**src/rtl/hsbc_pkg.sv**
```systemverilog
// ----------------------------------------------------------------------------
// hsbc_pkg
// Shared modes, per-item control bundle and code layout helpers for the
// hamming byte stream codec.
// ----------------------------------------------------------------------------
package hsbc_pkg;

    typedef logic [1:0] hsbc_mode_t;

    localparam hsbc_mode_t MODE_ENCODE      = 2'd0;
    localparam hsbc_mode_t MODE_DECODE      = 2'd1;
    localparam hsbc_mode_t MODE_CORRECT     = 2'd2;
    localparam hsbc_mode_t MODE_CORRECT_ALT = 2'd3;

    // per-item control from the top level to the codec cores
    typedef struct packed {
        logic clear;
        logic load;
        logic last;
        logic correct;
    } hsbc_ctrl_t;

    // 0-based position p carries data unless p+1 is a power of two
    function automatic bit is_data_pos(input int p);
        int q;
        q = p + 1;
        return (q & (q - 1)) != 0;
    endfunction

    // order of a data position among the data positions of a block
    function automatic int data_index(input int p);
        int idx;
        idx = 0;
        if (is_data_pos(p)) begin
            idx = p - $clog2(p + 2);
        end
        return idx;
    endfunction

endpackage

```
**src/rtl/hamming_sec_byte_stream_codec_top.sv**
```systemverilog
// ----------------------------------------------------------------------------
// hamming_sec_byte_stream_codec_top
// Hamming single error correcting codec on a byte stream: encodes plain bytes
// into 2^BLOCK_LOG2 bit blocks, or decodes blocks with optional repair.
//
//   channel   ports                                 transfer when
//   input     s_valid s_ready s_data_byte s_last_byte   s_valid & s_ready
//   result    m_valid m_ready m_out_byte m_run_last     m_valid & m_ready
//   config    cfg_wr_en cfg_wr_data                 cfg_wr_en
//
// An input byte waits in the input register and is processed in the cycle the
// result register is empty or hands over its last byte; the result register
// then offers one byte per cycle while m_ready is high.
// In correcting mode each dropped zero byte ahead of a sent byte is stepped
// over without a transfer; dropped bytes after the last sent one are not
// waited for. An item with no results leaves the result register empty.
// Synchronous reset clears mode (encode), block state and both registers.
// A stall on the result side fills the input register, then drops s_ready.
// ----------------------------------------------------------------------------
module hamming_sec_byte_stream_codec_top
    import hsbc_pkg::*;
#(
    parameter int BLOCK_LOG2 = 5
) (
    input  logic       aclk,
    input  logic       aresetn,
    input  logic       cfg_wr_en,
    input  logic [1:0] cfg_wr_data,
    input  logic       s_valid,
    output logic       s_ready,
    input  logic [7:0] s_data_byte,
    input  logic       s_last_byte,
    output logic       m_valid,
    input  logic       m_ready,
    output logic [7:0] m_out_byte,
    output logic       m_run_last
);

    localparam int B  = 1 << BLOCK_LOG2;
    localparam int OB = B / 4;

    logic       in_valid_reg, in_valid_next;
    logic [7:0] in_byte_reg, in_byte_next;
    logic       in_last_reg, in_last_next;
    hsbc_mode_t mode_reg, mode_next;

    logic       s_fire, proc, buf_free;
    logic       enc_mode, dec_mode, correct;
    hsbc_ctrl_t enc_ctrl, dec_ctrl;

    logic [8*OB-1:0] enc_data, dec_data, load_data;
    logic [OB-1:0]   enc_keep, dec_keep, load_keep;

    always_comb begin
        enc_mode = mode_reg == MODE_ENCODE;
        dec_mode = mode_reg inside {MODE_DECODE, MODE_CORRECT, MODE_CORRECT_ALT};
        correct  = mode_reg inside {MODE_CORRECT, MODE_CORRECT_ALT};

        proc    = in_valid_reg && buf_free;
        s_ready = !in_valid_reg || proc;
        s_fire  = s_valid && s_ready;

        in_valid_next = s_fire ? 1'b1 : (proc ? 1'b0 : in_valid_reg);
        in_byte_next  = s_fire ? s_data_byte : in_byte_reg;
        in_last_next  = s_fire ? s_last_byte : in_last_reg;
        mode_next     = cfg_wr_en ? cfg_wr_data : mode_reg;

        enc_ctrl = '{clear: cfg_wr_en, load: proc && enc_mode,
                     last: in_last_reg, correct: 1'b0};
        dec_ctrl = '{clear: cfg_wr_en, load: proc && dec_mode,
                     last: in_last_reg, correct: correct};

        load_data = enc_mode ? enc_data : dec_data;
        load_keep = enc_mode ? enc_keep : dec_keep;
    end

    always_ff @(posedge aclk) begin
        if (!aresetn) begin
            in_valid_reg <= 1'b0;
            mode_reg     <= MODE_ENCODE;
        end else begin
            in_valid_reg <= in_valid_next;
            mode_reg     <= mode_next;
        end
    end

    always_ff @(posedge aclk) begin
        in_byte_reg <= in_byte_next;
        in_last_reg <= in_last_next;
    end

    hsbc_encoder #(
        .BLOCK_LOG2 (BLOCK_LOG2)
    ) u_encoder (
        .aclk      (aclk),
        .aresetn   (aresetn),
        .ctrl      (enc_ctrl),
        .data_byte (in_byte_reg),
        .blk_data  (enc_data),
        .blk_keep  (enc_keep)
    );

    hsbc_decoder #(
        .BLOCK_LOG2 (BLOCK_LOG2)
    ) u_decoder (
        .aclk      (aclk),
        .aresetn   (aresetn),
        .ctrl      (dec_ctrl),
        .data_byte (in_byte_reg),
        .blk_data  (dec_data),
        .blk_keep  (dec_keep)
    );

    hsbc_out_buf #(
        .NUM_BYTES (OB)
    ) u_out_buf (
        .aclk       (aclk),
        .aresetn    (aresetn),
        .load       (proc),
        .load_data  (load_data),
        .load_keep  (load_keep),
        .free       (buf_free),
        .m_valid    (m_valid),
        .m_ready    (m_ready),
        .m_out_byte (m_out_byte),
        .m_run_last (m_run_last)
    );

endmodule

```
**src/rtl/hsbc_syndrome.sv**
```systemverilog
// ----------------------------------------------------------------------------
// hsbc_syndrome
// Parity check of one block: xor of the 1-based numbers of all set positions.
// ----------------------------------------------------------------------------
module hsbc_syndrome
    import hsbc_pkg::*;
#(
    parameter int BLOCK_LOG2 = 5
) (
    input  logic [(1 << BLOCK_LOG2)-1:0] code_word,
    output logic [BLOCK_LOG2-1:0]        syndrome
);

    localparam int B = 1 << BLOCK_LOG2;

    // positions covered by check bit a
    function automatic logic [B-1:0] cover_mask(input int a);
        logic [B-1:0] m;
        m = '0;
        for (int p = 0; p < B; p++) begin
            m[B-1-p] = 1'(((p + 1) >> a) & 1);
        end
        return m;
    endfunction

    always_comb begin
        for (int a = 0; a < BLOCK_LOG2; a++) begin
            syndrome[a] = ^(code_word & cover_mask(a));
        end
    end

endmodule

```
**src/rtl/hsbc_encoder.sv**
```systemverilog
// ----------------------------------------------------------------------------
// hsbc_encoder
// Gathers data bits of the open block and builds up to two code blocks per
// input byte (one full block plus a padded final block, or two full blocks).
// ----------------------------------------------------------------------------
module hsbc_encoder
    import hsbc_pkg::*;
#(
    parameter int BLOCK_LOG2 = 5
) (
    input  logic                            aclk,
    input  logic                            aresetn,
    input  hsbc_ctrl_t                      ctrl,
    input  logic [7:0]                      data_byte,
    output logic [2*(1 << BLOCK_LOG2)-1:0]  blk_data,
    output logic [(1 << BLOCK_LOG2)/4-1:0]  blk_keep
);

    localparam int B    = 1 << BLOCK_LOG2;
    localparam int D    = B - BLOCK_LOG2 - 1;
    localparam int BB   = B / 8;
    localparam int VW   = D + 8;
    localparam int CNTW = $clog2(VW);
    localparam int DCW  = $clog2(D);

    logic [D-1:0]       dv_reg, dv_next;
    logic [DCW-1:0]     dcount_reg, dcount_next;

    logic [VW-1:0]      v0, v1, v2;
    logic [CNTW-1:0]    cnt0, cnt1, cnt2;
    logic               full1, full2, slot0_on, slot1_on;
    logic [B-1:0]       cw0_data, cw1_data, cw0, cw1;
    logic [BLOCK_LOG2-1:0] syn0, syn1;

    function automatic logic [B-1:0] place_data(input logic [D-1:0] dv);
        logic [B-1:0] w;
        w = '0;
        for (int p = 0; p < B; p++) begin
            if (is_data_pos(p)) begin
                w[B-1-p] = dv[D-1-data_index(p)];
            end
        end
        return w;
    endfunction

    function automatic logic [B-1:0] add_parity(input logic [B-1:0] w,
                                                input logic [BLOCK_LOG2-1:0] syn);
        logic [B-1:0] r;
        r = w;
        for (int a = 0; a < BLOCK_LOG2; a++) begin
            r[B-(1 << a)] = syn[a];
        end
        return r;
    endfunction

    // append the byte behind the bits already held, then peel off full blocks
    always_comb begin
        v0    = {dv_reg, 8'h00} | ({data_byte, {D{1'b0}}} >> dcount_reg);
        cnt0  = CNTW'(dcount_reg) + CNTW'(8);
        full1 = cnt0 >= CNTW'(D);
        v1    = full1 ? (v0 << D) : v0;
        cnt1  = full1 ? (cnt0 - CNTW'(D)) : cnt0;
        full2 = full1 && (cnt1 >= CNTW'(D));
        v2    = full2 ? (v1 << D) : v1;
        cnt2  = full2 ? (cnt1 - CNTW'(D)) : cnt1;

        slot0_on = full1 || ctrl.last;
        slot1_on = full1 && (full2 || (ctrl.last && (cnt1 != '0)));

        cw0_data = place_data(v0[VW-1 -: D]);
        cw1_data = place_data(v1[VW-1 -: D]);
    end

    hsbc_syndrome #(
        .BLOCK_LOG2 (BLOCK_LOG2)
    ) u_syn0 (
        .code_word (cw0_data),
        .syndrome  (syn0)
    );

    hsbc_syndrome #(
        .BLOCK_LOG2 (BLOCK_LOG2)
    ) u_syn1 (
        .code_word (cw1_data),
        .syndrome  (syn1)
    );

    always_comb begin
        cw0      = add_parity(cw0_data, syn0);
        cw1      = add_parity(cw1_data, syn1);
        blk_data = {cw0, cw1};
        blk_keep = {{BB{slot0_on}}, {BB{slot1_on}}};
    end

    always_comb begin
        dv_next     = dv_reg;
        dcount_next = dcount_reg;
        if (ctrl.clear) begin
            dv_next     = '0;
            dcount_next = '0;
        end else if (ctrl.load) begin
            if (ctrl.last) begin
                dv_next     = '0;
                dcount_next = '0;
            end else begin
                dv_next     = v2[VW-1 -: D];
                dcount_next = DCW'(cnt2);
            end
        end
    end

    always_ff @(posedge aclk) begin
        if (!aresetn) begin
            dv_reg     <= '0;
            dcount_reg <= '0;
        end else begin
            dv_reg     <= dv_next;
            dcount_reg <= dcount_next;
        end
    end

    a_dv_clean: assert property (@(posedge aclk) disable iff (!aresetn)
        (dv_reg << dcount_reg) == '0)
        else $error("encoder holds stray bits past the fill point");

    a_dcount_range: assert property (@(posedge aclk) disable iff (!aresetn)
        int'(dcount_reg) < D)
        else $error("encoder fill count reached a full block");

endmodule

```
**src/rtl/hsbc_decoder.sv**
```systemverilog
// ----------------------------------------------------------------------------
// hsbc_decoder
// Collects coded bytes into a block, checks and optionally repairs it, and
// packs its data bits behind the leftover bits into output bytes.
// ----------------------------------------------------------------------------
module hsbc_decoder
    import hsbc_pkg::*;
#(
    parameter int BLOCK_LOG2 = 5
) (
    input  logic                            aclk,
    input  logic                            aresetn,
    input  hsbc_ctrl_t                      ctrl,
    input  logic [7:0]                      data_byte,
    output logic [2*(1 << BLOCK_LOG2)-1:0]  blk_data,
    output logic [(1 << BLOCK_LOG2)/4-1:0]  blk_keep
);

    localparam int B    = 1 << BLOCK_LOG2;
    localparam int D    = B - BLOCK_LOG2 - 1;
    localparam int BB   = B / 8;
    localparam int OB   = B / 4;
    localparam int DW   = D + 7;
    localparam int NDEC = DW / 8;
    localparam int TW   = $clog2(DW + 1);
    localparam int NBW  = TW - 3;
    localparam int BIW  = (BLOCK_LOG2 > 3) ? BLOCK_LOG2 - 3 : 1;

    logic [B-1:0]     blk_reg, blk_next;
    logic [BIW-1:0]   bcnt_reg, bcnt_next;
    logic [6:0]       acc_reg, acc_next;
    logic [2:0]       afill_reg, afill_next;

    logic [B-1:0]          blk_new, flip_vec, fixed;
    logic [BLOCK_LOG2-1:0] syn;
    logic                  full, go;
    logic [D-1:0]          dd;
    logic [DW-1:0]         xv, sv;
    logic [TW-1:0]         total;
    logic [NBW-1:0]        nbytes;
    logic [2:0]            rem;
    logic [6:0]            new_acc;

    function automatic logic [D-1:0] extract_data(input logic [B-1:0] w);
        logic [D-1:0] r;
        r = '0;
        for (int p = 0; p < B; p++) begin
            if (is_data_pos(p)) begin
                r[D-1-data_index(p)] = w[B-1-p];
            end
        end
        return r;
    endfunction

    always_comb begin
        blk_new = blk_reg | ({data_byte, {(B-8){1'b0}}} >> {bcnt_reg, 3'b000});
        full    = bcnt_reg == BIW'(BB - 1);
        go      = full || ctrl.last;
    end

    hsbc_syndrome #(
        .BLOCK_LOG2 (BLOCK_LOG2)
    ) u_syn (
        .code_word (blk_new),
        .syndrome  (syn)
    );

    always_comb begin
        // a nonzero syndrome names the 1-based position to flip
        flip_vec = (ctrl.correct && (syn != '0))
                 ? ({1'b1, {(B-1){1'b0}}} >> (syn - BLOCK_LOG2'(1))) : '0;
        fixed    = blk_new ^ flip_vec;
        dd       = extract_data(fixed);

        // leftover bits sit in the low end of acc_reg, right above the new data
        xv      = {acc_reg, dd};
        total   = TW'(afill_reg) + TW'(D);
        nbytes  = total[TW-1:3];
        rem     = total[2:0];
        sv      = xv << (3'd7 - afill_reg);
        new_acc = xv[6:0] & ~(7'h7f << rem);

        blk_data = {sv[DW-1 -: 8*NDEC], {(8*(OB-NDEC)){1'b0}}};
        blk_keep = '0;
        for (int i = 0; i < NDEC; i++) begin
            blk_keep[OB-1-i] = go && (NBW'(i) < nbytes)
                             && !(ctrl.correct && (sv[DW-1-8*i -: 8] == 8'h00));
        end
    end

    always_comb begin
        blk_next   = blk_reg;
        bcnt_next  = bcnt_reg;
        acc_next   = acc_reg;
        afill_next = afill_reg;
        if (ctrl.clear) begin
            blk_next   = '0;
            bcnt_next  = '0;
            acc_next   = '0;
            afill_next = '0;
        end else if (ctrl.load) begin
            if (ctrl.last) begin
                blk_next   = '0;
                bcnt_next  = '0;
                acc_next   = '0;
                afill_next = '0;
            end else if (full) begin
                blk_next   = '0;
                bcnt_next  = '0;
                acc_next   = new_acc;
                afill_next = rem;
            end else begin
                blk_next  = blk_new;
                bcnt_next = bcnt_reg + BIW'(1);
            end
        end
    end

    always_ff @(posedge aclk) begin
        if (!aresetn) begin
            blk_reg   <= '0;
            bcnt_reg  <= '0;
            acc_reg   <= '0;
            afill_reg <= '0;
        end else begin
            blk_reg   <= blk_next;
            bcnt_reg  <= bcnt_next;
            acc_reg   <= acc_next;
            afill_reg <= afill_next;
        end
    end

    a_blk_clean: assert property (@(posedge aclk) disable iff (!aresetn)
        (blk_reg << {bcnt_reg, 3'b000}) == '0)
        else $error("decoder block holds bits past the fill point");

    a_acc_clean: assert property (@(posedge aclk) disable iff (!aresetn)
        (acc_reg >> afill_reg) == '0)
        else $error("decoder leftover bits exceed their count");

endmodule

```
**src/rtl/hsbc_out_buf.sv**
```systemverilog
// ----------------------------------------------------------------------------
// hsbc_out_buf
// Result register for one item: a byte shift line with a keep mask, one byte
// offered per cycle while m_ready is high; skipped bytes need no transfer.
// ----------------------------------------------------------------------------
module hsbc_out_buf
    import hsbc_pkg::*;
#(
    parameter int NUM_BYTES = 8
) (
    input  logic                   aclk,
    input  logic                   aresetn,
    input  logic                   load,
    input  logic [8*NUM_BYTES-1:0] load_data,
    input  logic [NUM_BYTES-1:0]   load_keep,
    output logic                   free,
    output logic                   m_valid,
    input  logic                   m_ready,
    output logic [7:0]             m_out_byte,
    output logic                   m_run_last
);

    localparam int DW = 8 * NUM_BYTES;

    logic [DW-1:0]        data_reg, data_next;
    logic [NUM_BYTES-1:0] keep_reg, keep_next;
    logic                 rest_empty, advance;

    always_comb begin
        rest_empty = keep_reg[NUM_BYTES-2:0] == '0;
        m_valid    = keep_reg[NUM_BYTES-1];
        m_out_byte = data_reg[DW-1 -: 8];
        m_run_last = rest_empty;
        // empty, or the last kept byte leaves in this cycle
        free       = (keep_reg == '0) || (rest_empty && m_ready);
        advance    = (keep_reg != '0) && (!keep_reg[NUM_BYTES-1] || m_ready);

        data_next = data_reg;
        keep_next = keep_reg;
        if (load) begin
            data_next = load_data;
            keep_next = load_keep;
        end else if (advance) begin
            data_next = data_reg << 8;
            keep_next = keep_reg << 1;
        end
    end

    always_ff @(posedge aclk) begin
        if (!aresetn) begin
            keep_reg <= '0;
        end else begin
            keep_reg <= keep_next;
        end
    end

    always_ff @(posedge aclk) begin
        data_reg <= data_next;
    end

    a_no_overwrite: assert property (@(posedge aclk) disable iff (!aresetn)
        load |-> free)
        else $error("results loaded over undelivered results");

    a_drain_done: assert property (@(posedge aclk) disable iff (!aresetn)
        (m_valid && m_ready && m_run_last && !load) |=> !m_valid)
        else $error("result offered after the last one of its item");

endmodule
```
**config.mk**
```make
export PLATFORM = sky130hd
export DESIGN_NAME = hamming_sec_byte_stream_codec_top
export DESIGN_NICKNAME = d
export VERILOG_FILES = /design/src/rtl/hsbc_pkg.sv /design/src/rtl/hamming_sec_byte_stream_codec_top.sv /design/src/rtl/hsbc_syndrome.sv /design/src/rtl/hsbc_encoder.sv /design/src/rtl/hsbc_decoder.sv /design/src/rtl/hsbc_out_buf.sv
export SDC_FILE = /design/constraint.sdc
export NUM_CORES = 1
export LEC_CHECK = 0
export BUFFER_PORTS_ARGS = -buffer_cell sky130_fd_sc_hd__buf_4
export CAP_MARGIN = 20
export CORE_MARGIN = 8
export CORE_UTILIZATION = 37
export DETAILED_ROUTE_END_ITERATION = 12
export PLACE_DENSITY = 0.49
export SLEW_MARGIN = 20
export SYNTH_ARGS = -nofsm -noshare
export SYNTH_HDL_FRONTEND = slang
export SYNTH_SLANG_ARGS = --single-unit
```
**constraint.sdc**
```tcl
create_clock -name aclk -period 8.9 [get_ports aclk]
set_clock_uncertainty 0.2 [all_clocks]
set_input_delay 0.89 -clock aclk [delete_from_list [all_inputs] [get_ports aclk]]
set_output_delay 0.89 -clock aclk [all_outputs]
set_load 0.02 [all_outputs]
```
==> impl_metrics.toml <==
[job]
maxCapViolations = 0

[logic_synthesis]
ys.flop_type = "dfxtp_1"
seq_area_frac_synth = 0.355
synth_area_per_cell_um2 = 8.51
synth_cell_types = 78
synth.net_count = 1283
postSynthCellCount = 1259
ys.warnings.count = 0
ys_ff_latch = 154
netlist_area_um2 = 10700
synth_edf_count = 72
async_flop_share = 0

[detailed_routing]
wl_met3_mm = 1.97
post_drt_wl_per_cell_um = 21.8
ant_nets = 0
initialDrtViolationCount = 931
via_count = 9478
totalWireLength_mm = 35.4
drt_pass1_iterations = 5
detail_route.vias_per_cell = 5.83
highest_layer = "met4"
wl_met1_mm = 16.6
drc = 0
wl_met2_mm = 15.6

[floorplanning]
rows = 62
dieArea_um2 = 34700
fp.dieW_um = 186
core_area_um2 = 28600
fp.dieH_um = 186
initial_core_util = 0.375
io-pin-count = 27

[clock_tree]
hold_buffers = 0
cts_resized = 0
cts_buffers = 17
cts_setup_buffers = 0
clk_latency_ns = 0.44
cts_buffer_depth = 2
clock-sinks = 154
cts_tree = "built"
cts-root-buf = "clkbuf_16"
path_clk_slew_ns = 0.07
h-tree-depth = 4

[place]
numPortBuffers = 26
hpwl_mm = 25.7
place.gp.congestion = 0.879

[worst_setup_path]
critPathLaunchType = "register"
cp_num_buf_inv = 0
crit_path_end_kind = "register"
cp_cell_sequence = "and2_1 > a211oi_1 > a221oi_1 > xnor2_1 > xnor2_1 > nor3_1 > o211ai_1 > nor4b_1 > a2111oi_0 > o221ai_1 > a2111oi_0 > o21ai_1"
path_max_fanout = 22
required_ns = 9.01
path_delay_family = "compound AO/OA/AOI/OAI gates"
critPathKind = "reg -> reg"
slowest_stage = "dfxtp_1"
arrival_ns = 5.31
critPathMaxStageDelay_ns = 0.80

[global_route]
grt_antenna_before_repair = 0
grt_max_degree = 68
grt_pass1_wl_mm = 53.8
grt_pass1_vias = 8737
grt.overflow.total = 0
grt_usage = 0.206

[sta]
max_freq_ghz = 0.192
final_hold_viol_count = 0
fin_crit_ns = 5.20
rsz0062_at_grt = "false"
setup-violations-final = 0
slew_violations = 0
fin_crit_sh = 0.585
slew_headroom = 0.298
setup_tns_ns = 0
tightest_slew_ns = 1.05

[power_and_ir_drop]
p_leak_nw = 4.02
ir_worst_vdd_v = 0.000199
power.density_nw_per_um2 = 246
total_power_w = 0.00290

[layout]
largest_reg_flops = 63
antenna_cells = 0
multi_input_area_um2 = 6440
n_fill_cell = 2902
area_delta_synth_final_pct = 10.2
register_area_um2 = 3800
layout-drive-gt1-share = 0.116
final_nets = 1252

[min_path]
hold_class = "reg -> reg"

[outcome]
outcome = "finished, final reports clean"
[cell families (layout without fill, tap and decap cells)]
kind of cell	count (synthesis)	count (layout)	synth area share
and+or+nand+nor	430	430	0.184
AOI/OAI and AO/OA	383	383	0.237
DFF	154	154	0.355
xor gates and xnor gates	123	123	0.111
buffers and inverters	115	97	0.0454
muxes	46	46	0.0589
adders and majority gates	8	8	0.00934
[routing by layer]
metal	track usage	up-vias
li1	-	4545
met1	0.286	4597
met2	0.312	282
met3	0.0357	54
met4	0.0861	0
met5	0	-
[final timing paths]
path / end / start / cells after the start / slack, ns
worst max register to register: u_out_buf.keep_reg[7] / u_decoder.bcnt_reg[0] / 12 / 3.70
worst max-delay path: u_out_buf.keep_reg[7] / u_decoder.bcnt_reg[0] / 12 / 3.70
worst min register to register: u_decoder.acc_reg[4] / u_decoder.acc_reg[4] / 2 / 0.25
worst min-delay path: u_decoder.acc_reg[4] / u_decoder.acc_reg[4] / 2 / 0.25
[cells in the final DEF (no fill, tap or decap), drive strengths merged, types with 6 or more instances in the layout]
| cell | n |
|---|---|
| nor3 | 17 |
| mux2i | 20 |
| a22oi | 22 |
| mux2 | 14 |
| nand2 | 112 |
| a221oi | 10 |
| or4 | 14 |
| o211ai | 30 |
| a22o | 19 |
| nor2 | 180 |
| o21ai | 87 |
| a21oi | 105 |
| inv | 21 |
| a211oi | 11 |
| nand4 | 13 |
| ha | 8 |
| mux4 | 12 |
| or3 | 7 |
| o221ai | 10 |
| clkinv | 6 |
| a31oi | 19 |
| o31ai | 7 |
| or2 | 10 |
| nand2b | 6 |
| nor4b | 7 |
| dfxtp | 82 |
| and3 | 6 |
| xor2 | 36 |
| edfxtp | 72 |
| buf | 48 |
| o22ai | 8 |
| xnor2 | 83 |
| clkbuf | 21 |
| nand3 | 23 |
| nor2b | 14 |
| and2 | 7 |
| o21a | 10 |
| a21o | 7 |
[through the flow]
stage               area (um2)  hold slack, ns  setup WS (ns)   util  std cells
floorplan                10700           0.217           4.96      -       1259
global placement         11100           0.240           3.63  0.389       1593
detailed placement       11100           0.236           3.52  0.389       1593
CTS                      11800           0.251           3.52  0.413       1625
global route             11800           0.308           3.17  0.413       1625
finish                   11800           0.253           3.70  0.413       1625
[cell usage after synthesis (5+ instances only)]
| library cell | count | share of area |
|---|---|---|
| nor2_1 | 176 | 0.062 |
| nand2_1 | 112 | 0.039 |
| a21oi_1 | 100 | 0.047 |
| o21ai_0 | 83 | 0.039 |
| dfxtp_1 | 82 | 0.15 |
| xnor2_1 | 78 | 0.064 |
| clkbuf_1 | 73 | 0.026 |
| edfxtp_1 | 72 | 0.20 |
| xor2_1 | 35 | 0.029 |
| o211ai_1 | 29 | 0.020 |
| nand3_1 | 23 | 0.011 |
| a22oi_1 | 22 | 0.015 |
| a22o_1 | 19 | 0.016 |
| a31oi_1 | 19 | 0.011 |
| mux2i_1 | 19 | 0.018 |
| nor3_1 | 17 | 0.0079 |
| inv_1 | 14 | 0.0049 |
| mux2_2 | 14 | 0.015 |
| nor2b_1 | 14 | 0.0082 |
| or4_1 | 14 | 0.0098 |
| nand4_1 | 13 | 0.0076 |
| mux4_2 | 12 | 0.025 |
| buf_2 | 11 | 0.0051 |
| a211oi_1 | 10 | 0.0070 |
| o21a_1 | 10 | 0.0070 |
| o221ai_1 | 10 | 0.0082 |
| buf_4 | 9 | 0.0063 |
| ha_1 | 8 | 0.0093 |
| o22ai_1 | 8 | 0.0047 |
| a21o_1 | 7 | 0.0049 |
| and2_1 | 7 | 0.0041 |
| nor4b_1 | 7 | 0.0057 |
| o31ai_1 | 7 | 0.0049 |
| or2_2 | 7 | 0.0041 |
| or3_1 | 7 | 0.0041 |
| a221oi_1 | 6 | 0.0049 |
| and3_1 | 6 | 0.0035 |
| nand2b_1 | 6 | 0.0035 |
| a21boi_0 | 5 | 0.0035 |
| a221o_1 | 5 | 0.0047 |
| nor4_1 | 5 | 0.0029 |
[worst reg2reg max path, delay by kind of cell, from the launching register on]
| family | cells | cell delay, ns |
|---|---|---|
| AO/OA/AOI/OAI | 7 | 2.55 |
| XOR/XNOR | 2 | 0.66 |
| flip-flops | 1 | 0.80 |
| AND/OR/NAND/NOR | 3 | 0.86 |
[area by class of cell]
type | count | share of cell area
multi-input combinational | 990 | 0.545
inverter | 17 | 0.00540
sequential | 154 | 0.322
timing repair buffer | 48 | 0.0305
clock inverter | 11 | 0.0119
tap | 384 | 0.0407
clock buffer | 21 | 0.0445
[power by group]
| group | internal (W) | total, W | switching [W] |
|---|---|---|---|
| Sequential | 0.00104 | 0.00112 | 0.0000830 |
| Clock | 0.000465 | 0.000800 | 0.000335 |
| Combinational | 0.000337 | 0.000984 | 0.000647 |
Note: power is estimated with default switching activity, not from simulation.
